<file path="src/rtl/core/rc_pulse_width_decoder_defines.svh">
// Assertion macros shared by the RC pulse width decoder RTL.
`ifndef RC_PULSE_WIDTH_DECODER_DEFINES_SVH
`define RC_PULSE_WIDTH_DECODER_DEFINES_SVH

// Condition that must hold at every clock edge outside reset.
`define RCPWD_ASSERT(label, cond, msg) \
	label: assert property (@(posedge clk) disable iff (!arst_n) (cond)) \
		else $error(msg);

// Same-cycle implication.
`define RCPWD_ASSERT_IMP(label, ante, cons, msg) \
	label: assert property (@(posedge clk) disable iff (!arst_n) (ante) |-> (cons)) \
		else $error(msg);

// Next-cycle implication.
`define RCPWD_ASSERT_NXT(label, ante, cons, msg) \
	label: assert property (@(posedge clk) disable iff (!arst_n) (ante) |=> (cons)) \
		else $error(msg);

`endif

</file>
<file path="src/rtl/core/rcpwd_pkg.sv">
// Shared types and constants for the RC pulse width decoder.
`timescale 1ns / 1ps
`default_nettype none
package rcpwd_pkg;

	localparam int unsigned CNT_W    = 16;
	localparam int unsigned VAL_W    = 8;
	localparam int unsigned NUM_W    = CNT_W + VAL_W;   // (width - low) * 180
	localparam int unsigned STEP_W   = 5;               // holds 0 .. NUM_W-1
	localparam int unsigned CFG_IDX_W = 3;

	localparam logic [VAL_W-1:0]  FULL_SCALE = 8'd180;
	localparam logic [CNT_W-1:0]  CNT_MAX    = 16'hFFFF;
	localparam logic [STEP_W-1:0] LAST_STEP  = 5'(NUM_W - 1);

	// Configuration register indexes
	localparam logic [CFG_IDX_W-1:0] REG_TIMEOUT   = 3'd0;
	localparam logic [CFG_IDX_W-1:0] REG_MAX_WIDTH = 3'd1;
	localparam logic [CFG_IDX_W-1:0] REG_SPAN_LOW  = 3'd2;
	localparam logic [CFG_IDX_W-1:0] REG_SPAN_HIGH = 3'd3;
	localparam logic [CFG_IDX_W-1:0] REG_FALLBACK  = 3'd4;

	typedef struct packed {
		logic [CNT_W-1:0] timeout_ticks;
		logic [CNT_W-1:0] max_valid_width;
		logic [CNT_W-1:0] span_low;
		logic [CNT_W-1:0] span_high;
		logic [VAL_W-1:0] fallback_value;
	} cfg_t;

	// Classified work item passed from front to back
	typedef struct packed {
		logic             is_div;   // value needs the divider
		logic [CNT_W-1:0] operand;  // width - span_low, or the final value
		logic [CNT_W-1:0] den;      // span_high - span_low
		logic             present;
		logic [CNT_W-1:0] width;
	} job_t;

	typedef enum logic [1:0] {
		BK_IDLE,
		BK_LOAD,
		BK_DIV,
		BK_DONE
	} back_state_t;

endpackage
`default_nettype wire

</file>
<file path="src/rtl/core/rcpwd_front.sv">
// Edge tracking, pulse validation and classification of each tick.
`timescale 1ns / 1ps
`default_nettype none
module rcpwd_front
	import rcpwd_pkg::*;
(
	input  wire logic clk,
	input  wire logic arst_n,
	input  wire cfg_t cfg,
	input  wire logic in_valid,
	output logic      in_ready,
	input  wire logic level,
	output logic      push_valid,
	input  wire logic push_ready,
	output job_t      push_job
);

	logic             prev_q;
	logic [CNT_W-1:0] elapsed_q;
	logic [CNT_W-1:0] width_q;

	logic             rise;
	logic             fall;
	logic             accept;
	logic [CNT_W-1:0] elapsed_nxt;
	logic [CNT_W-1:0] width_nxt;
	logic             present;
	logic [VAL_W-1:0] fb;

	assign in_ready   = push_ready;
	assign push_valid = in_valid;
	assign accept     = in_valid & push_ready;

	assign rise = level & ~prev_q;
	assign fall = ~level & prev_q;

	always_comb begin
		if (rise) begin
			elapsed_nxt = '0;
		end else if (elapsed_q == CNT_MAX) begin
			elapsed_nxt = elapsed_q;
		end else begin
			elapsed_nxt = elapsed_q + 16'd1;
		end
		width_nxt = fall ? elapsed_nxt : width_q;
	end

	assign present = (elapsed_nxt < cfg.timeout_ticks) && (width_nxt != '0) &&
		(width_nxt <= cfg.max_valid_width);
	assign fb = (cfg.fallback_value > FULL_SCALE) ? FULL_SCALE : cfg.fallback_value;

	always_comb begin
		push_job.is_div  = 1'b0;
		push_job.operand = '0;
		push_job.den     = cfg.span_high - cfg.span_low;
		push_job.present = present;
		push_job.width   = width_nxt;
		if (!present) begin
			push_job.operand = {8'd0, fb};
		end else if (cfg.span_high <= cfg.span_low || width_nxt <= cfg.span_low) begin
			push_job.operand = '0;
		end else if (width_nxt >= cfg.span_high) begin
			push_job.operand = {8'd0, FULL_SCALE};
		end else begin
			push_job.is_div  = 1'b1;
			push_job.operand = width_nxt - cfg.span_low;
		end
	end

	always_ff @(posedge clk or negedge arst_n) begin
		if (!arst_n) begin
			prev_q    <= 1'b0;
			elapsed_q <= CNT_MAX;
			width_q   <= '0;
		end else if (accept) begin
			prev_q    <= level;
			elapsed_q <= elapsed_nxt;
			width_q   <= width_nxt;
		end
	end

endmodule
`default_nettype wire

</file>
<file path="src/rtl/core/rcpwd_queue.sv">
// Two-entry job queue between the front and back ends.
`timescale 1ns / 1ps
`default_nettype none
`include "rc_pulse_width_decoder_defines.svh"
module rcpwd_queue
	import rcpwd_pkg::*;
(
	input  wire logic clk,
	input  wire logic arst_n,
	input  wire logic push_valid,
	output logic      push_ready,
	input  wire job_t push_job,
	output logic      pop_valid,
	input  wire logic pop_ready,
	output job_t      pop_job
);

	job_t       mem_q [2];
	logic       wr_ptr_q;
	logic       rd_ptr_q;
	logic [1:0] count_q;
	logic       push;
	logic       pop;

	assign push_ready = (count_q != 2'd2);
	assign pop_valid  = (count_q != 2'd0);
	assign pop_job    = mem_q[rd_ptr_q];
	assign push       = push_valid & push_ready;
	assign pop        = pop_valid & pop_ready;

	always_ff @(posedge clk) begin
		if (push) begin
			mem_q[wr_ptr_q] <= push_job;
		end
	end

	always_ff @(posedge clk or negedge arst_n) begin
		if (!arst_n) begin
			wr_ptr_q <= 1'b0;
			rd_ptr_q <= 1'b0;
			count_q  <= '0;
		end else begin
			if (push) begin
				wr_ptr_q <= ~wr_ptr_q;
			end
			if (pop) begin
				rd_ptr_q <= ~rd_ptr_q;
			end
			count_q <= count_q + {1'b0, push} - {1'b0, pop};
		end
	end

	`RCPWD_ASSERT(a_queue_bound, count_q != 2'd3, "queue count out of range")

endmodule
`default_nettype wire

</file>
<file path="src/rtl/core/rcpwd_back.sv">
// Back end: restoring divider for the linear map and the result register.
`timescale 1ns / 1ps
`default_nettype none
`include "rc_pulse_width_decoder_defines.svh"
module rcpwd_back
	import rcpwd_pkg::*;
(
	input  wire logic              clk,
	input  wire logic              arst_n,
	input  wire logic              pop_valid,
	output logic                   pop_ready,
	input  wire job_t              pop_job,
	output logic                   out_valid,
	input  wire logic              out_ready,
	output logic [VAL_W-1:0]       out_value,
	output logic                   out_present,
	output logic [CNT_W-1:0]       out_width
);

	back_state_t      state_q;
	back_state_t      state_nxt;
	logic [NUM_W-1:0] num_q;      // dividend, shifts out as quotient shifts in
	logic [CNT_W-1:0] rem_q;
	logic [CNT_W-1:0] den_q;
	logic [STEP_W-1:0] step_q;
	logic             present_q;
	logic [CNT_W-1:0] width_q;

	logic             out_valid_q;
	logic [VAL_W-1:0] out_value_q;
	logic             out_present_q;
	logic [CNT_W-1:0] out_width_q;

	logic             out_load;
	logic [CNT_W:0]   shifted;
	logic [CNT_W:0]   diff;
	logic             ge;
	logic [NUM_W-1:0] product;

	assign shifted = {rem_q, num_q[NUM_W-1]};
	assign diff    = shifted - {1'b0, den_q};
	assign ge      = ~diff[CNT_W];
	assign product = NUM_W'({8'd0, num_q[CNT_W-1:0]} * {16'd0, FULL_SCALE});

	// Outputs of the sequencer
	always_comb begin
		pop_ready = (state_q == BK_IDLE);
		out_load  = (state_q == BK_DONE) && (!out_valid_q || out_ready);
	end

	// Next state
	always_comb begin
		state_nxt = state_q;
		unique case (state_q)
			BK_IDLE: begin
				if (pop_valid) begin
					state_nxt = pop_job.is_div ? BK_LOAD : BK_DONE;
				end
			end
			BK_LOAD: begin
				state_nxt = BK_DIV;
			end
			BK_DIV: begin
				if (step_q == LAST_STEP) begin
					state_nxt = BK_DONE;
				end
			end
			BK_DONE: begin
				if (out_load) begin
					state_nxt = BK_IDLE;
				end
			end
			default: state_nxt = BK_IDLE;
		endcase
	end

	always_ff @(posedge clk or negedge arst_n) begin
		if (!arst_n) begin
			state_q <= BK_IDLE;
		end else begin
			state_q <= state_nxt;
		end
	end

	always_ff @(posedge clk) begin
		case (state_q)
			BK_IDLE: begin
				if (pop_valid) begin
					num_q     <= {8'd0, pop_job.operand};
					den_q     <= pop_job.den;
					present_q <= pop_job.present;
					width_q   <= pop_job.width;
				end
			end
			BK_LOAD: begin
				num_q  <= product;
				rem_q  <= '0;
				step_q <= '0;
			end
			BK_DIV: begin
				rem_q  <= ge ? diff[CNT_W-1:0] : shifted[CNT_W-1:0];
				num_q  <= {num_q[NUM_W-2:0], ge};
				step_q <= step_q + 5'd1;
			end
			default: begin
			end
		endcase
	end

	always_ff @(posedge clk or negedge arst_n) begin
		if (!arst_n) begin
			out_valid_q <= 1'b0;
		end else if (out_load) begin
			out_valid_q <= 1'b1;
		end else if (out_ready) begin
			out_valid_q <= 1'b0;
		end
	end

	always_ff @(posedge clk) begin
		if (out_load) begin
			out_value_q   <= num_q[VAL_W-1:0];
			out_present_q <= present_q;
			out_width_q   <= width_q;
		end
	end

	assign out_valid   = out_valid_q;
	assign out_value   = out_value_q;
	assign out_present = out_present_q;
	assign out_width   = out_width_q;

	`RCPWD_ASSERT_IMP(a_div_den_nonzero, state_q == BK_DIV, den_q != '0,
		"divide started with a zero span")
	`RCPWD_ASSERT_IMP(a_result_in_range, out_load,
		(num_q[NUM_W-1:VAL_W] == '0) && (num_q[VAL_W-1:0] <= FULL_SCALE),
		"result exceeds full scale")
	`RCPWD_ASSERT_NXT(a_load_starts_div, state_q == BK_LOAD,
		(state_q == BK_DIV) && (step_q == '0), "divider not started after load")

endmodule
`default_nettype wire

</file>
<file path="src/rtl/core/rc_pulse_width_decoder.sv">
// Top level of the RC pulse width decoder: configuration registers and stream ports.
`timescale 1ns / 1ps
`default_nettype none
// Each accepted input transaction is one 1 us tick carrying the sampled PWM pin
// level; each gives exactly one output transaction with the mapped 0..180 value
// (or the fallback), a signal-present flag and the latest pulse width. The front
// end takes a tick per cycle into a two-entry queue while it has room; the back
// end takes a new tick only once the last one is handed on. A fixed value (invalid,
// clamped or empty span) skips the 24-step restoring divider, which otherwise
// computes (width - span_low) * 180 / (span_high - span_low). Configuration
// registers take effect immediately and must be written only while idle.
module rc_pulse_width_decoder
	import rcpwd_pkg::*;
(
	input  wire logic                 clk,
	input  wire logic                 arst_n,
	input  wire logic                 cfg_we,
	input  wire logic [CFG_IDX_W-1:0] cfg_index,
	input  wire logic [CNT_W-1:0]     cfg_wdata,
	input  wire logic                 s_tvalid,
	output logic                      s_tready,
	input  wire logic [7:0]           s_tdata,   // [0] level, [7:1] zero
	output logic                      m_tvalid,
	input  wire logic                 m_tready,
	output logic [23:0]               m_tdata,   // [7:0] servo_value, [23:8] pulse_width
	output logic                      m_tuser    // [0] signal_present
);

	cfg_t cfg_q;
	logic front_valid;
	logic front_ready;
	job_t front_job;
	logic back_valid;
	logic back_ready;
	job_t back_job;
	logic [VAL_W-1:0] out_value;
	logic [CNT_W-1:0] out_width;

	always_ff @(posedge clk or negedge arst_n) begin
		if (!arst_n) begin
			cfg_q.timeout_ticks   <= 16'd25000;
			cfg_q.max_valid_width <= 16'd2500;
			cfg_q.span_low        <= 16'd1000;
			cfg_q.span_high       <= 16'd2000;
			cfg_q.fallback_value  <= 8'd90;
		end else if (cfg_we) begin
			unique case (cfg_index)
				REG_TIMEOUT:   cfg_q.timeout_ticks   <= cfg_wdata;
				REG_MAX_WIDTH: cfg_q.max_valid_width <= cfg_wdata;
				REG_SPAN_LOW:  cfg_q.span_low        <= cfg_wdata;
				REG_SPAN_HIGH: cfg_q.span_high       <= cfg_wdata;
				REG_FALLBACK:  cfg_q.fallback_value  <= cfg_wdata[VAL_W-1:0];
				default: begin
				end
			endcase
		end
	end

	rcpwd_front u_front (
		.clk        (clk),
		.arst_n     (arst_n),
		.cfg        (cfg_q),
		.in_valid   (s_tvalid),
		.in_ready   (s_tready),
		.level      (s_tdata[0]),
		.push_valid (front_valid),
		.push_ready (front_ready),
		.push_job   (front_job)
	);

	rcpwd_queue u_queue (
		.clk        (clk),
		.arst_n     (arst_n),
		.push_valid (front_valid),
		.push_ready (front_ready),
		.push_job   (front_job),
		.pop_valid  (back_valid),
		.pop_ready  (back_ready),
		.pop_job    (back_job)
	);

	rcpwd_back u_back (
		.clk         (clk),
		.arst_n      (arst_n),
		.pop_valid   (back_valid),
		.pop_ready   (back_ready),
		.pop_job     (back_job),
		.out_valid   (m_tvalid),
		.out_ready   (m_tready),
		.out_value   (out_value),
		.out_present (m_tuser),
		.out_width   (out_width)
	);

	assign m_tdata = {out_width, out_value};

endmodule
`default_nettype wire
</file>
<file path="config.mk">
export PLATFORM = sky130hd
export DESIGN_NAME = rc_pulse_width_decoder
export DESIGN_NICKNAME = d
export VERILOG_FILES = /design/src/rtl/core/rcpwd_pkg.sv /design/src/rtl/core/rcpwd_front.sv /design/src/rtl/core/rcpwd_queue.sv /design/src/rtl/core/rcpwd_back.sv /design/src/rtl/core/rc_pulse_width_decoder.sv
export VERILOG_INCLUDE_DIRS = /design/src /design/src/rtl/core
export SDC_FILE = /design/constraint.sdc
export NUM_CORES = 1
export LEC_CHECK = 0
export ABC_AREA = 1
export BUFFER_PORTS_ARGS = -buffer_cell sky130_fd_sc_hd__buf_2
export CORE_AREA = 4 4 217 219
export CTS_CLUSTER_SIZE = 30
export DETAILED_ROUTE_END_ITERATION = 10
export DIE_AREA = 0 0 221 223
export MAX_ROUTING_LAYER = met4
export PLACE_DENSITY_LB_ADDON = 0.2
export SYNTH_ARGS = -nofsm -noshare
export SYNTH_HDL_FRONTEND = slang
export SYNTH_HIERARCHICAL = 1
export SYNTH_SLANG_ARGS = --single-unit
</file>
<file path="constraint.sdc">
create_clock -name clk -period 3.6 [get_ports clk]
set_input_delay 0.54 -clock clk [delete_from_list [all_inputs] [get_ports clk]]
set_output_delay 0.54 -clock clk [all_outputs]
set_load 0.02 [all_outputs]
</file>
* Word level (Yosys, flattened, before mapping)
Memories as Yosys holds them, arrays and structs flattened.
Cells that the tools add are included.
** Word-level totals
- Register bits :: 215
- RAM bits :: 100
- Output and inout port bits :: 27
- Logic and storage cells :: 104
- Memories :: 1
** Cells by class
- Add/sub/neg operators :: 7
- $mul :: 1
- Magnitude comparators :: 6
- Equal/unequal tests :: 13
- Mux-type cells :: 24
- Bitwise gates (word level) :: 9
- Reductions and logical operators :: 21
** Memory list
- u_queue.mem_q :: words 2, width 50, read ports 1, clocked after Yosys merged registers in 0, wr ports 1, line rcpwd_queue.sv:18 : job_t mem_q [2];
** Operator list (count)
- $mux W16 :: 7
- $pmux W24 S3 :: 1
- $le A16 B16 Y1 :: 3
- $pmux W16 S2 :: 1
- $sub A16 B16 Y16 :: 2
- $mux W24 :: 1
- $mul A16 B6 Y22 const B :: 1
- $sub A17 B16 Y17 :: 1
- $add A16 B1 Y16 const B :: 1
- $eq A16 B16 Y1 const B :: 1
- $ge A16 B16 Y1 :: 1
- $lt A16 B16 Y1 :: 1
- $reduce_bool A16 Y1 :: 1
- $reduce_and A2 Y1 :: 7
- $pmux W5 S2 :: 1
- $gt A8 B8 Y1 const B :: 1
- $mux W2 :: 4
- $mux W8 :: 1
- $pmux W2 S4 :: 1
- $mux W1 :: 7
- $eq A3 B2 Y1 const B :: 2
- $ne A2 B1 Y1 const B :: 3
- $reduce_bool A2 Y1 :: 3
- $add A5 B1 Y5 const B :: 1
- other kinds (17) :: 28

* Logic depth before layout (Yosys ltp)
Gate-level depths: netlist of the first run.
- Depth after elaboration :: 8
- Gate-level depth with buffers :: 23
- Mapped depth without buffers :: 23

* By module
Netlist of the first run, hierarchy kept.
** Modules (own cells, without submodules)
- rcpwd_back :: times used 1, cells each 837, area an instance 7274.5 um^2, seq. area each 3168.0 um^2
- rcpwd_front :: times used 1, cells each 807, area an instance 5176.2 um^2, seq. area each 845.8 um^2
- rcpwd_queue :: times used 1, cells each 293, area an instance 3906.2 um^2, seq. area each 3103.0 um^2
- rc_pulse_width_decoder :: times used 1, cells each 321, area an instance 2954.1 um^2, seq. area each 1835.5 um^2

* Worst setup path before layout of the first run
Ideal clock, no wire load.
- Path type :: reg-to-reg
- Start point :: register u_front.elapsed_q[0]
- End point :: memory u_queue/mem_q[0][41] (netlist bit), data pin
- Library setup time :: 0.151 ns
- Arrival time :: 3.318 ns
- Required time :: 3.449 ns
- Path slack :: 0.131 ns
- Stages on the path, launching flop included :: 20
- Path buffers :: 0
- Path through :: dfstp_2 -> ha_1 -> nand2_1 -> nor2_1 -> nand2_1 -> o21ai_0 -> nand3_1 -> nand2_1 -> o21ai_2 -> ha_1 -> fa_1 -> nor3_1 -> o21ai_0 -> nand2_1 -> a21oi_1 -> inv_1 -> nand3_1 -> nor2_1 -> nand4_4 -> nor2_1
** RTL lines
- start: declaration :: line rcpwd_front.sv:19 : logic [CNT_W-1:0] elapsed_q;
- start signal: assignment :: line rcpwd_front.sv:77 : elapsed_q <= elapsed_nxt;
- end: declaration :: line rcpwd_queue.sv:18

==> impl_metrics.yaml, run 1 <==
detailed_routing:
  drt-initial-drc-count: 914
  drt-total-wl_um: 48970
  drt.antenna.violating_nets: 0
  viasPerCell: 4.997
  routed-via-count: 15300
  drt-pass1-iter-count: 5
  wl_per_cell_um: 16.00
  drt_drc_violations_left: 0
clock_tree:
  tritoncts: "built"
  htree_num_levels: 2
  clock_tree.buffer_depth: 3
  cts-hold-fix-buffers: 0
  clkTransAtPathRegs_ns: 0.06
  cts_inserted_buffers: 37
  clock-root-buffer: "sky130_fd_sc_hd__clkbuf_16"
  clkLatencyLatePin_ns: 0.55
  cts_sinks: 315
sta:
  timing.hold.ws_ns: 0.1171
  setup_viol_count_final: 0
  rsz_0062_raised_after_global_routing: "true"
  finClkSkew_ns: 0.01521
  post_route_clock_period_utilization_pct: 98.76
  final-max-slew-violation-count: 0
  hold_violations: 0
  timing.fmax_ghz: 0.2813
  maxSlewHeadroom_pct: 39.48
  finalCriticalPeriod_ns: 3.555
  worst-slew-pin-transition_ns: 0.9077
floorplan:
  rows: 78
  fp.dieArea_um2: 49280
  design.core.area_um2: 45090
  initial_util_pct: 42.83
  die_x_um: 221
  fp.dieH_um: 223
  num_io_pins: 59
grt:
  first_global_vias: 14510
  antenna_violations_before_repair: 0
  largest_net_degree_at_the_start_of_global_routing: 70
  grt_pass1_wl_um: 77770
  globalRouteTotalUtil_pct: 19.94
  globalRoute.totalOverflow: 0
placement:
  routabilityCongestion: 0.9122
  number_of_buffers_added_on_ports: 51
  dp_hpwl_um: 36380
finish:
  fillCellCount: 4299
  syn2layout_area_growth_pct: 18.44
  finish.net_count: 2638
  drive_gt1_share_pct: 19.34
  num_antenna_cells: 0
critical_path:
  critical_path_arrival_ns: 3.86
  worst-path-max-fanout: 6
  worst_ep_required_time_ns: 3.90
  reg2reg_from: "u_front/elapsed_q[1]"
  reg2reg_path_depth: 21
  worst_setup_path_startpoint: "u_front/elapsed_q[1]"
  rrSetupSlack_ns: 0.04
  r2r_end: "u_queue/mem_q[1][39]"
  critical_path_class: "reg -> reg"
  critical_path.endpoint: "u_queue/mem_q[1][39]"
  timing.critical_path.from_type: "flop"
  timing.critical_path.to_type: "flop"
logic_synthesis:
  synth.avg_cell_area_um2: 8.552
  yosys.cell_types.count: 52
  netlist_instances: 2258
  synth_enable_flop_cells: 203
  asr_flop_ratio_synth_pct: 35.56
  ys_warn_count: 6
  synth.ff_latch_count: 315
  synthFlopType: "sky130_fd_sc_hd__edfxtp_1"
  syn-num-nets: 2463
  yosysSeqAreaShare_pct: 46.36
  netlist_area_um2: 19310
min_path:
  hold_path.class: "in -> async"
outcome:
  result_of_the_run: "finished, final reports clean"
flow_run:
  maxCapViolations: 0
[sequential cells by signal, indices dropped and copies added, names as in the netlist]
| signal | cells |
|---|---|
| u_back/den_q | 16 |
| cfg_q | 72 |
| u_queue/count_q | 2 |
| u_back/width_q | 16 |
| u_back/rem_q | 16 |
| u_back/out_present | 1 |
| u_back/out_value | 8 |
| u_back/present_q | 1 |
| u_front/width_q | 16 |
| u_queue/wr_ptr_q | 1 |
| u_front/elapsed_q | 16 |
| u_back/step_q | 5 |
| u_queue/mem_q | 100 |
| u_back/num_q | 24 |
| u_front/prev_q | 1 |
| u_queue/rd_ptr_q | 1 |
| u_back/out_valid | 1 |
| u_back/out_width | 16 |
| u_back/state_q | 2 |
[Yosys cell counts (7+ instances only)]
cell type,instances,area [µm²]
sky130_fd_sc_hd__nand2_1,748,2808
sky130_fd_sc_hd__inv_1,304,1141
sky130_fd_sc_hd__edfxtp_1,203,6096
sky130_fd_sc_hd__ha_1,152,1902
sky130_fd_sc_hd__nand3_1,152,760.7
sky130_fd_sc_hd__nor2_1,124,465.5
sky130_fd_sc_hd__a21oi_1,104,520.5
sky130_fd_sc_hd__dfrtp_1,69,1727
sky130_fd_sc_hd__o21ai_0,69,345.3
sky130_fd_sc_hd__dfstp_2,43,1130
sky130_fd_sc_hd__xor2_1,33,289.0
sky130_fd_sc_hd__nand4_1,23,143.9
sky130_fd_sc_hd__fa_1,21,420.4
sky130_fd_sc_hd__xnor2_1,16,140.1
sky130_fd_sc_hd__nor2_2,15,93.84
sky130_fd_sc_hd__clkbuf_1,14,52.55
sky130_fd_sc_hd__nand2_2,14,87.58
sky130_fd_sc_hd__buf_4,13,97.59
sky130_fd_sc_hd__buf_6,12,135.1
sky130_fd_sc_hd__inv_2,11,41.29
sky130_fd_sc_hd__nor3_1,10,50.05
sky130_fd_sc_hd__o211ai_1,10,75.07
sky130_fd_sc_hd__o21ai_1,10,50.05
sky130_fd_sc_hd__buf_2,9,45.04
sky130_fd_sc_hd__nand2_4,8,90.09
sky130_fd_sc_hd__or2_2,8,50.05
sky130_fd_sc_hd__a31oi_1,7,43.79
[layer usage]
layer / part of all wire (%) / GRT usage (%) / routed length (µm) / up-vias
met5: 0 / - / 0 / -
met2: 46 / 30.45 / 22290 / 348
met1: 48 / 28.32 / 23430 / 7190
met4: 1.9 / 5.275 / 928 / 0
li1: - / - / - / 7691
met3: 4.8 / 2.579 / 2327 / 66
[logic make-up after synthesis]
kind of cell	after synthesis	share of synthesized area (%)
simple gates	1131	25.05
buf+inv	370	8.118
flops	315	46.36
compound gates	220	6.227
fa+ha+maj	173	12.03
xor+xnor	49	2.222
[per-stage QoR]
| step | utilization [%] | setup WS, ns | TNS (ns) | instance area, µm² | std cells |
|---|---|---|---|---|---|
| floorplan | - | 0.1314 | 0 | 19310 | 2258 |
| global placement | 46.15 | -0.05128 | -0.2456 | 20810 | 2965 |
| detailed placement | 46.15 | -0.07827 | -1.331 | 20810 | 2965 |
| CTS | 48.97 | 0.001008 | 0 | 22080 | 3037 |
| global route | 50.73 | -0.07839 | -1.700 | 22870 | 3061 |
| finish | 50.73 | 0.04451 | 0 | 22870 | 3061 |
[layout make-up]
type / instances / area (µm²) / area share [%]
tap: 600 / 750.7 / 3.282
sequential: 315 / 8952 / 39.14
clock buffer: 55 / 1087 / 4.754
timing repair buffer: 184 / 1356 / 5.930
multi-input combinational: 1576 / 9423 / 41.20
clock inverter: 12 / 88.84 / 0.3884
inverter: 319 / 1214 / 5.306
[worst min-delay path by stage]
stage               slack [ns]               start  depth (start not counted)                    to
floorplan                 0.24              arst_n                          0              cfg_q[0]
global placement          0.40  u_back/width_q[11]                          0  u_back/out_width[11]
detailed placement        0.41   u_back/width_q[8]                          0   u_back/out_width[8]
CTS                       0.13              arst_n                          1             cfg_q[60]
global route              0.18              arst_n                          1             cfg_q[60]
finish                    0.12              arst_n                          1             cfg_q[60]
[critical path, stage by stage (launching register included)]
cell and delay (ns):
sky130_fd_sc_hd__dfstp_2 0.61, sky130_fd_sc_hd__ha_4 0.16, sky130_fd_sc_hd__buf_6 0.11, sky130_fd_sc_hd__nand3_4 0.07, sky130_fd_sc_hd__nor2_4 0.21, sky130_fd_sc_hd__nand2_4 0.14, sky130_fd_sc_hd__buf_4 0.17, sky130_fd_sc_hd__nand3_1 0.08
sky130_fd_sc_hd__o21ai_2 0.07, sky130_fd_sc_hd__inv_2 0.14, sky130_fd_sc_hd__buf_12 0.13, sky130_fd_sc_hd__ha_4 0.20, sky130_fd_sc_hd__inv_1 0.10, sky130_fd_sc_hd__nor3_4 0.06, sky130_fd_sc_hd__buf_4 0.12, sky130_fd_sc_hd__nor2_1 0.17
sky130_fd_sc_hd__o211ai_1 0.13, sky130_fd_sc_hd__or2_2 0.29, sky130_fd_sc_hd__nand3_1 0.09, sky130_fd_sc_hd__nor2_1 0.05, sky130_fd_sc_hd__nand4_1 0.11, sky130_fd_sc_hd__nand2_2 0.07
[layout by cell type, fill, tap and decap left out, types with 9 or more instances in the layout]
| cell | count |
|---|---|
| sky130_fd_sc_hd__o21ai_1 | 20 |
| sky130_fd_sc_hd__buf_2 | 50 |
| sky130_fd_sc_hd__nand2_4 | 12 |
| sky130_fd_sc_hd__ha_1 | 137 |
| sky130_fd_sc_hd__nor2_2 | 30 |
| sky130_fd_sc_hd__o211ai_1 | 10 |
| sky130_fd_sc_hd__nand3_1 | 143 |
| sky130_fd_sc_hd__clkbuf_1 | 12 |
| sky130_fd_sc_hd__a21oi_1 | 90 |
| sky130_fd_sc_hd__buf_6 | 10 |
| sky130_fd_sc_hd__a21oi_2 | 15 |
| sky130_fd_sc_hd__edfxtp_1 | 203 |
| sky130_fd_sc_hd__nand2_2 | 42 |
| sky130_fd_sc_hd__ha_4 | 13 |
| sky130_fd_sc_hd__fa_1 | 19 |
| sky130_fd_sc_hd__inv_1 | 292 |
| sky130_fd_sc_hd__nand2_1 | 717 |
| sky130_fd_sc_hd__xnor2_1 | 15 |
| sky130_fd_sc_hd__nor2_1 | 102 |
| sky130_fd_sc_hd__inv_2 | 19 |
| sky130_fd_sc_hd__nor2_4 | 13 |
| sky130_fd_sc_hd__nand3_2 | 9 |
| sky130_fd_sc_hd__xor2_1 | 31 |
| sky130_fd_sc_hd__nand4_1 | 23 |
| sky130_fd_sc_hd__clkbuf_16 | 40 |
| sky130_fd_sc_hd__dfstp_2 | 43 |
| sky130_fd_sc_hd__dfrtp_1 | 69 |
| sky130_fd_sc_hd__o21ai_0 | 56 |
| sky130_fd_sc_hd__buf_4 | 119 |
[repair_timing]
item                                    in CTS  in global routing
resized for setup                           17                146
pin swaps                                    2                 38
endpoints found under the setup margin      32                 47
cloned                                       1                  2
setup buffers                                4                 22
Power of run 1 is not shown: default switching activity piles up to over one toggle a cycle in this logic, so the estimate is an artifact.
==> inputs of run 2 (changes only) <==
==> constraint.sdc (replaced) <==
create_clock -name clk -period 3.6 [get_ports clk]
set_input_delay 0.72 -clock clk [delete_from_list [all_inputs] [get_ports clk]]
set_output_delay 0.72 -clock clk [all_outputs]
set_load 0.02 [all_outputs]
==> run 2 against run 1 <==
Net effect: routed wire length fell by 0.32%; highest routed layer unchanged; global-route usage fell by 0.28 points; non-clock buffer count rose by 33; hold slack improved by 0.10 ns; setup slack improved by 0.026 ns; critical path type unchanged; via count rose by 0.84%; clock-buffer cell count fell by 4.
==> impl_metrics.yaml, run 2 (synthesized netlist as in run 1, its figures left out) <==
detailed_routing:
  routed-via-count: 15420
  drt.antenna.violating_nets: 0
  drt-total-wl_um: 48820
  drt-pass1-iter-count: 5
  viasPerCell: 4.986
  drt_drc_violations_left: 0
  wl_per_cell_um: 15.78
  drt-initial-drc-count: 1009
finish:
  largest_registers: "u_queue/mem_q: 100 flops, cfg_q: 72 flops, u_back/num_q: 24 flops"
  layout.cells.most_common_list: "714 x sky130_fd_sc_hd__nand2_1, 292 x sky130_fd_sc_hd__inv_1, 203 x sky130_fd_sc_hd__edfxtp_1, 152 x sky130_fd_sc_hd__buf_4, 140 x sky130_fd_sc_hd__nand3_1"
  num_antenna_cells: 0
  finish.net_count: 2671
  layout.area.seq_um2: 8952
  fillCellCount: 4233
  multi_input_comb_area_um2: 9559
  syn2layout_area_growth_pct: 20.49
  final_core_util_pct: 51.60
  largest_register_ffs: 100
  largest_register: "u_queue/mem_q"
  drive_gt1_share_pct: 21.18
  most_common_cell_after_layout_fill_and_taps_aside: "sky130_fd_sc_hd__nand2_1"
clock_tree:
  tritoncts: "built"
  cts_inserted_buffers: 37
  clock_tree.buffer_depth: 3
  cts_sinks: 315
  clkLatencyLatePin_ns: 0.55
  clock-root-buffer: "sky130_fd_sc_hd__clkbuf_16"
  htree_num_levels: 2
  cts-hold-fix-buffers: 0
  clkTransAtPathRegs_ns: 0.06
placement:
  routabilityCongestion: 0.9202
  number_of_buffers_added_on_ports: 51
  dp_hpwl_um: 36310
sta:
  timing.hold.ws_ns: 0.2204
  rsz_0062_raised_after_global_routing: "true"
  setup_viol_count_final: 0
  finalCriticalPeriod_ns: 3.529
  maxSlewHeadroom_pct: 53.08
  final-max-slew-violation-count: 0
  post_route_clock_period_utilization_pct: 98.04
  finClkSkew_ns: 0.01903
  hold_violations: 0
  timing.fmax_ghz: 0.2833
  worst-slew-pin-transition_ns: 0.7039
floorplan:
  initial_util_pct: 42.83
  die_x_um: 221
  design.core.area_um2: 45090
  num_io_pins: 59
  rows: 78
  fp.dieArea_um2: 49280
  fp.dieH_um: 223
critical_path:
  worst_ep_required_time_ns: 3.88
  critical_path.slowest_cell: "sky130_fd_sc_hd__dfstp_2"
  critPathBufInv: 5
  critical_path_class: "reg -> reg"
  timing.critical_path.to_type: "flop"
  critical_path_arrival_ns: 3.81
  worstPathCellList: "ha_4, buf_6, nand3_4, nor2_4, buf_4, nand3_1, nand3_2, nand2_1, o21ai_2, buf_6, ha_1, inv_1, a21oi_1, o21ai_1, nand2_1, o211ai_1, nand2_1, nand3_2, a21oi_2, buf_6, nand3_4, nand2_2, nand2_2"
  worst-path-max-fanout: 6
  slowest_delay_ns: 0.56
  critPathTopFamily: "simple AND/OR/NAND/NOR gates"
  timing.critical_path.from_type: "flop"
grt:
  globalRouteTotalUtil_pct: 19.66
  globalRoute.totalOverflow: 0
  largest_net_degree_at_the_start_of_global_routing: 67
  antenna_violations_before_repair: 0
  first_global_vias: 14560
  grt_pass1_wl_um: 76910
flow_run:
  maxCapViolations: 0
outcome:
  result_of_the_run: "finished, final reports clean"
min_path:
  hold_path.class: "in -> async"
-- run 2: what timing repair did --
item,in CTS,in global routing
endpoints found under the setup margin,37,44
pin swaps,4,59
hold endpoints to repair,0,0
buffers inserted,2,28
cloned,0,3
gates resized for setup,16,160
-- run 2: path summary, 6_finish.rpt --
| check | startpoint | slack, ns | cells after the start | end |
|---|---|---|---|---|
| worst max-delay path | u_front/elapsed_q[1] | 0.07 | 23 | u_queue/mem_q[1][36] |
| min in group clk | u_back/width_q[14] | 0.42 | 0 | u_back/out_width[14] |
| worst max register to register | u_front/elapsed_q[1] | 0.07 | 23 | u_queue/mem_q[1][36] |
| worst min-delay path | arst_n | 0.22 | 1 | u_front/prev_q |
| worst min register to register | u_back/width_q[14] | 0.42 | 0 | u_back/out_width[14] |
| max in group asynchronous | arst_n | 2.54 | 2 | cfg_q[32] |
-- run 2: area by class of cell --
type / instances / share of cell area, %
clock buffer: 51 / 4.603
multi-input combinational: 1576 / 41.08
timing repair buffer: 217 / 6.819
clock inverter: 15 / 0.6023
sequential: 315 / 38.48
inverter: 319 / 5.189
tap: 600 / 3.227
-- run 2: worst reg2reg max path: cells and delay by family, from the launching register on --
| kind | cells | cell delay, ns |
|---|---|---|
| buf+inv | 5 | 0.66 |
| fa+ha+maj | 2 | 0.29 |
| simple gates | 11 | 1.18 |
| compound gates | 5 | 0.61 |
| flops | 1 | 0.56 |
-- run 2: through the flow --
| step | TNS [ns] | cells | area [µm²] | worst slack [ns] |
|---|---|---|---|---|
| after global routing | -2.695 | 3093 | 23270 | -0.1056 |
| after detailed placement | -1.957 | 2994 | 21000 | -0.09198 |
| after global placement | -0.6003 | 2994 | 21000 | -0.07046 |
| final | 0 | 3093 | 23270 | 0.07064 |
| after floorplan | 0 | 2258 | 19310 | 0.1314 |
| after CTS | 0 | 3062 | 22270 | 0.002483 |
-- run 2: per-layer routing --
metal,global-route usage (%),part of all wire [%],up-vias
li1,-,-,7749
met1,27.93,48,7309
met2,29.68,45,306
met3,3.092,4.6,59
met4,5.094,1.8,0
met5,-,0,-
Power of run 2 is left out for the same reason.
==> inputs of run 3 (changes only) <==
--- a/config.mk
+++ b/config.mk
@@ -13,7 +13,7 @@
 export DETAILED_ROUTE_END_ITERATION = 10
 export DIE_AREA = 0 0 221 223
 export MAX_ROUTING_LAYER = met4
-export PLACE_DENSITY_LB_ADDON = 0.2
+export PLACE_DENSITY = 0.67
 export SYNTH_ARGS = -nofsm -noshare
 export SYNTH_HDL_FRONTEND = slang
 export SYNTH_HIERARCHICAL = 1
==> run 3 against run 2 <==
Net effect: clock skew fell by 0.0039 ns; maximum frequency is 1.8% higher; routed wire length down 3.2%; sequential share of layout area up 1.0 points; largest cell class unchanged; critical endpoint is now u_queue/mem_q[0][40].
==> impl_metrics.yaml, run 3 (synthesized netlist as in run 1, its figures left out) <==
outcome:
  result_of_the_run: "finished, final reports clean"
critical_path:
  critical_path_arrival_ns: 3.73
  critPathTopFamily: "simple AND/OR/NAND/NOR gates"
  timing.critical_path.to_type: "flop"
  slowest_delay_ns: 0.57
  critPathBufInv: 4
  worst_ep_required_time_ns: 3.87
  worstPathCellList: "ha_4, nand3_2, nor2_4, nand2_4, buf_2, buf_4, buf_4, a21oi_1, ha_1, nand4_1, o221ai_1, a21oi_2, buf_6, nand3_4, nand2_2, nand2_2"
  critical_path.slowest_cell: "sky130_fd_sc_hd__dfstp_2"
  worst-path-max-fanout: 7
  timing.critical_path.from_type: "flop"
  critical_path_class: "reg -> reg"
sta:
  finalCriticalPeriod_ns: 3.468
  post_route_clock_period_utilization_pct: 96.33
  rsz_0062_raised_after_global_routing: "true"
  timing.fmax_ghz: 0.2884
  worst-slew-pin-transition_ns: 0.6787
  final-max-slew-violation-count: 0
  finClkSkew_ns: 0.01511
  maxSlewHeadroom_pct: 54.75
  setup_viol_count_final: 0
  hold_violations: 0
  timing.hold.ws_ns: 0.1882
placement:
  number_of_buffers_added_on_ports: 51
  dp.cells: 2959
  dp_hpwl_um: 35490
  routabilityCongestion: 0.9216
detailed_routing:
  drt-initial-drc-count: 1143
  drt_drc_violations_left: 0
  drt.antenna.violating_nets: 0
  drt-total-wl_um: 47230
  viasPerCell: 4.983
  drt-pass1-iter-count: 5
  routed-via-count: 15200
  wl_per_cell_um: 15.48
floorplan:
  num_io_pins: 59
  fp.dieH_um: 223
  rows: 78
  initial_util_pct: 42.83
  fp.dieArea_um2: 49280
  die_x_um: 221
  design.core.area_um2: 45090
grt:
  first_global_vias: 14620
  met3_usage_pct: 2.934
  globalRouteMet2Util_pct: 30.21
  largest_net_degree_at_the_start_of_global_routing: 79
  grt_pass1_wl_um: 75780
  globalRouteTotalUtil_pct: 19.24
  globalRoute.totalOverflow: 0
  antenna_violations_before_repair: 0
  gr-max-usage-layer: "met2"
  grtUsageMet1_pct: 26.57
finish:
  fillCellCount: 4225
  drive_gt1_share_pct: 18.45
  syn2layout_area_growth_pct: 17.30
  num_antenna_cells: 0
  largest_registers: "u_queue/mem_q: 100 flops, cfg_q: 72 flops, u_back/num_q: 24 flops"
  layoutNonFillerInstCount: 3050
  layout.cells.most_common_list: "720 x sky130_fd_sc_hd__nand2_1, 294 x sky130_fd_sc_hd__inv_1, 203 x sky130_fd_sc_hd__edfxtp_1, 143 x sky130_fd_sc_hd__nand3_1, 139 x sky130_fd_sc_hd__ha_1"
  layout.area.seq_um2: 8952
  largest_register_ffs: 100
  largest_register: "u_queue/mem_q"
  finish.net_count: 2629
  most_common_cell_after_layout_fill_and_taps_aside: "sky130_fd_sc_hd__nand2_1"
  multi_input_comb_area_um2: 9288
clock_tree:
  clkLatencyLatePin_ns: 0.52
  clkTransAtPathRegs_ns: 0.06
  clock_tree.buffer_depth: 3
  clock-root-buffer: "sky130_fd_sc_hd__clkbuf_16"
  cts_sinks: 315
  htree_num_levels: 2
  cts_inserted_buffers: 35
  cts-hold-fix-buffers: 0
  tritoncts: "built"
min_path:
  hold_path.class: "in -> async"
flow_run:
  maxCapViolations: 0
run 3: what timing repair did:
action | CTS | global route
hold endpoints to repair | 0 | 0
setup endpoints to repair | 36 | 43
gates cloned | 0 | 2
pin swaps | 1 | 38
buffers inserted | 0 | 26
resized for setup | 13 | 115
run 3: per-stage QoR:
| stage | TNS (ns) | utilization (%) | cell area (µm²) | setup WS [ns] |
|---|---|---|---|---|
| final | 0 | 50.24 | 22650 | 0.1321 |
| after global routing | -0.2808 | 50.24 | 22650 | -0.02578 |
| after CTS | 0 | 48.71 | 21960 | 0.01786 |
| after detailed placement | -2.760 | 46.05 | 20760 | -0.1259 |
| after global placement | -1.406 | 46.05 | 20760 | -0.07556 |
| after floorplan | 0 | - | 19310 | 0.1314 |
run 3: routing by layer:
metal  share of wire [%]  wire, µm
met5                   0         0
met4                 2.0       922
met3                 4.8      2273
met2                  46     21650
met1                  47     22390
run 3: cell type report:
cell class / count / share of cell area (%)
multi-input cells: 1575 / 41.00
inverters: 319 / 5.330
well taps: 600 / 3.314
flip-flops and latches: 315 / 39.52
clock inverters: 19 / 0.9611
clock buffers: 44 / 4.198
repair buffers: 178 / 5.673
run 3: final timing paths:
kind / start / endpoint / slack, ns / cells after the start
max in group asynchronous: arst_n / cfg_q[14] / 2.60 / 2
min in group clk: u_back/width_q[15] / u_back/out_width[15] / 0.42 / 0
worst min register to register: u_back/width_q[15] / u_back/out_width[15] / 0.42 / 0
worst max-delay path: u_front/elapsed_q[1] / u_queue/mem_q[0][40] / 0.13 / 16
worst max register to register: u_front/elapsed_q[1] / u_queue/mem_q[0][40] / 0.13 / 16
worst min-delay path: arst_n / u_front/width_q[3] / 0.19 / 1
run 3: worst reg2reg max path: stages, from the launching register on:
cell and delay (ns):
sky130_fd_sc_hd__dfstp_2 0.57, sky130_fd_sc_hd__ha_4 0.16, sky130_fd_sc_hd__nand3_2 0.10, sky130_fd_sc_hd__nor2_4 0.17, sky130_fd_sc_hd__nand2_4 0.10, sky130_fd_sc_hd__buf_2 0.18
sky130_fd_sc_hd__buf_4 0.14, sky130_fd_sc_hd__buf_4 0.13, sky130_fd_sc_hd__a21oi_1 0.37, sky130_fd_sc_hd__ha_1 0.32, sky130_fd_sc_hd__nand4_1 0.09, sky130_fd_sc_hd__o221ai_1 0.20
sky130_fd_sc_hd__a21oi_2 0.19, sky130_fd_sc_hd__buf_6 0.19, sky130_fd_sc_hd__nand3_4 0.13, sky130_fd_sc_hd__nand2_2 0.12, sky130_fd_sc_hd__nand2_2 0.06
Power of run 3 is left out for the same reason.
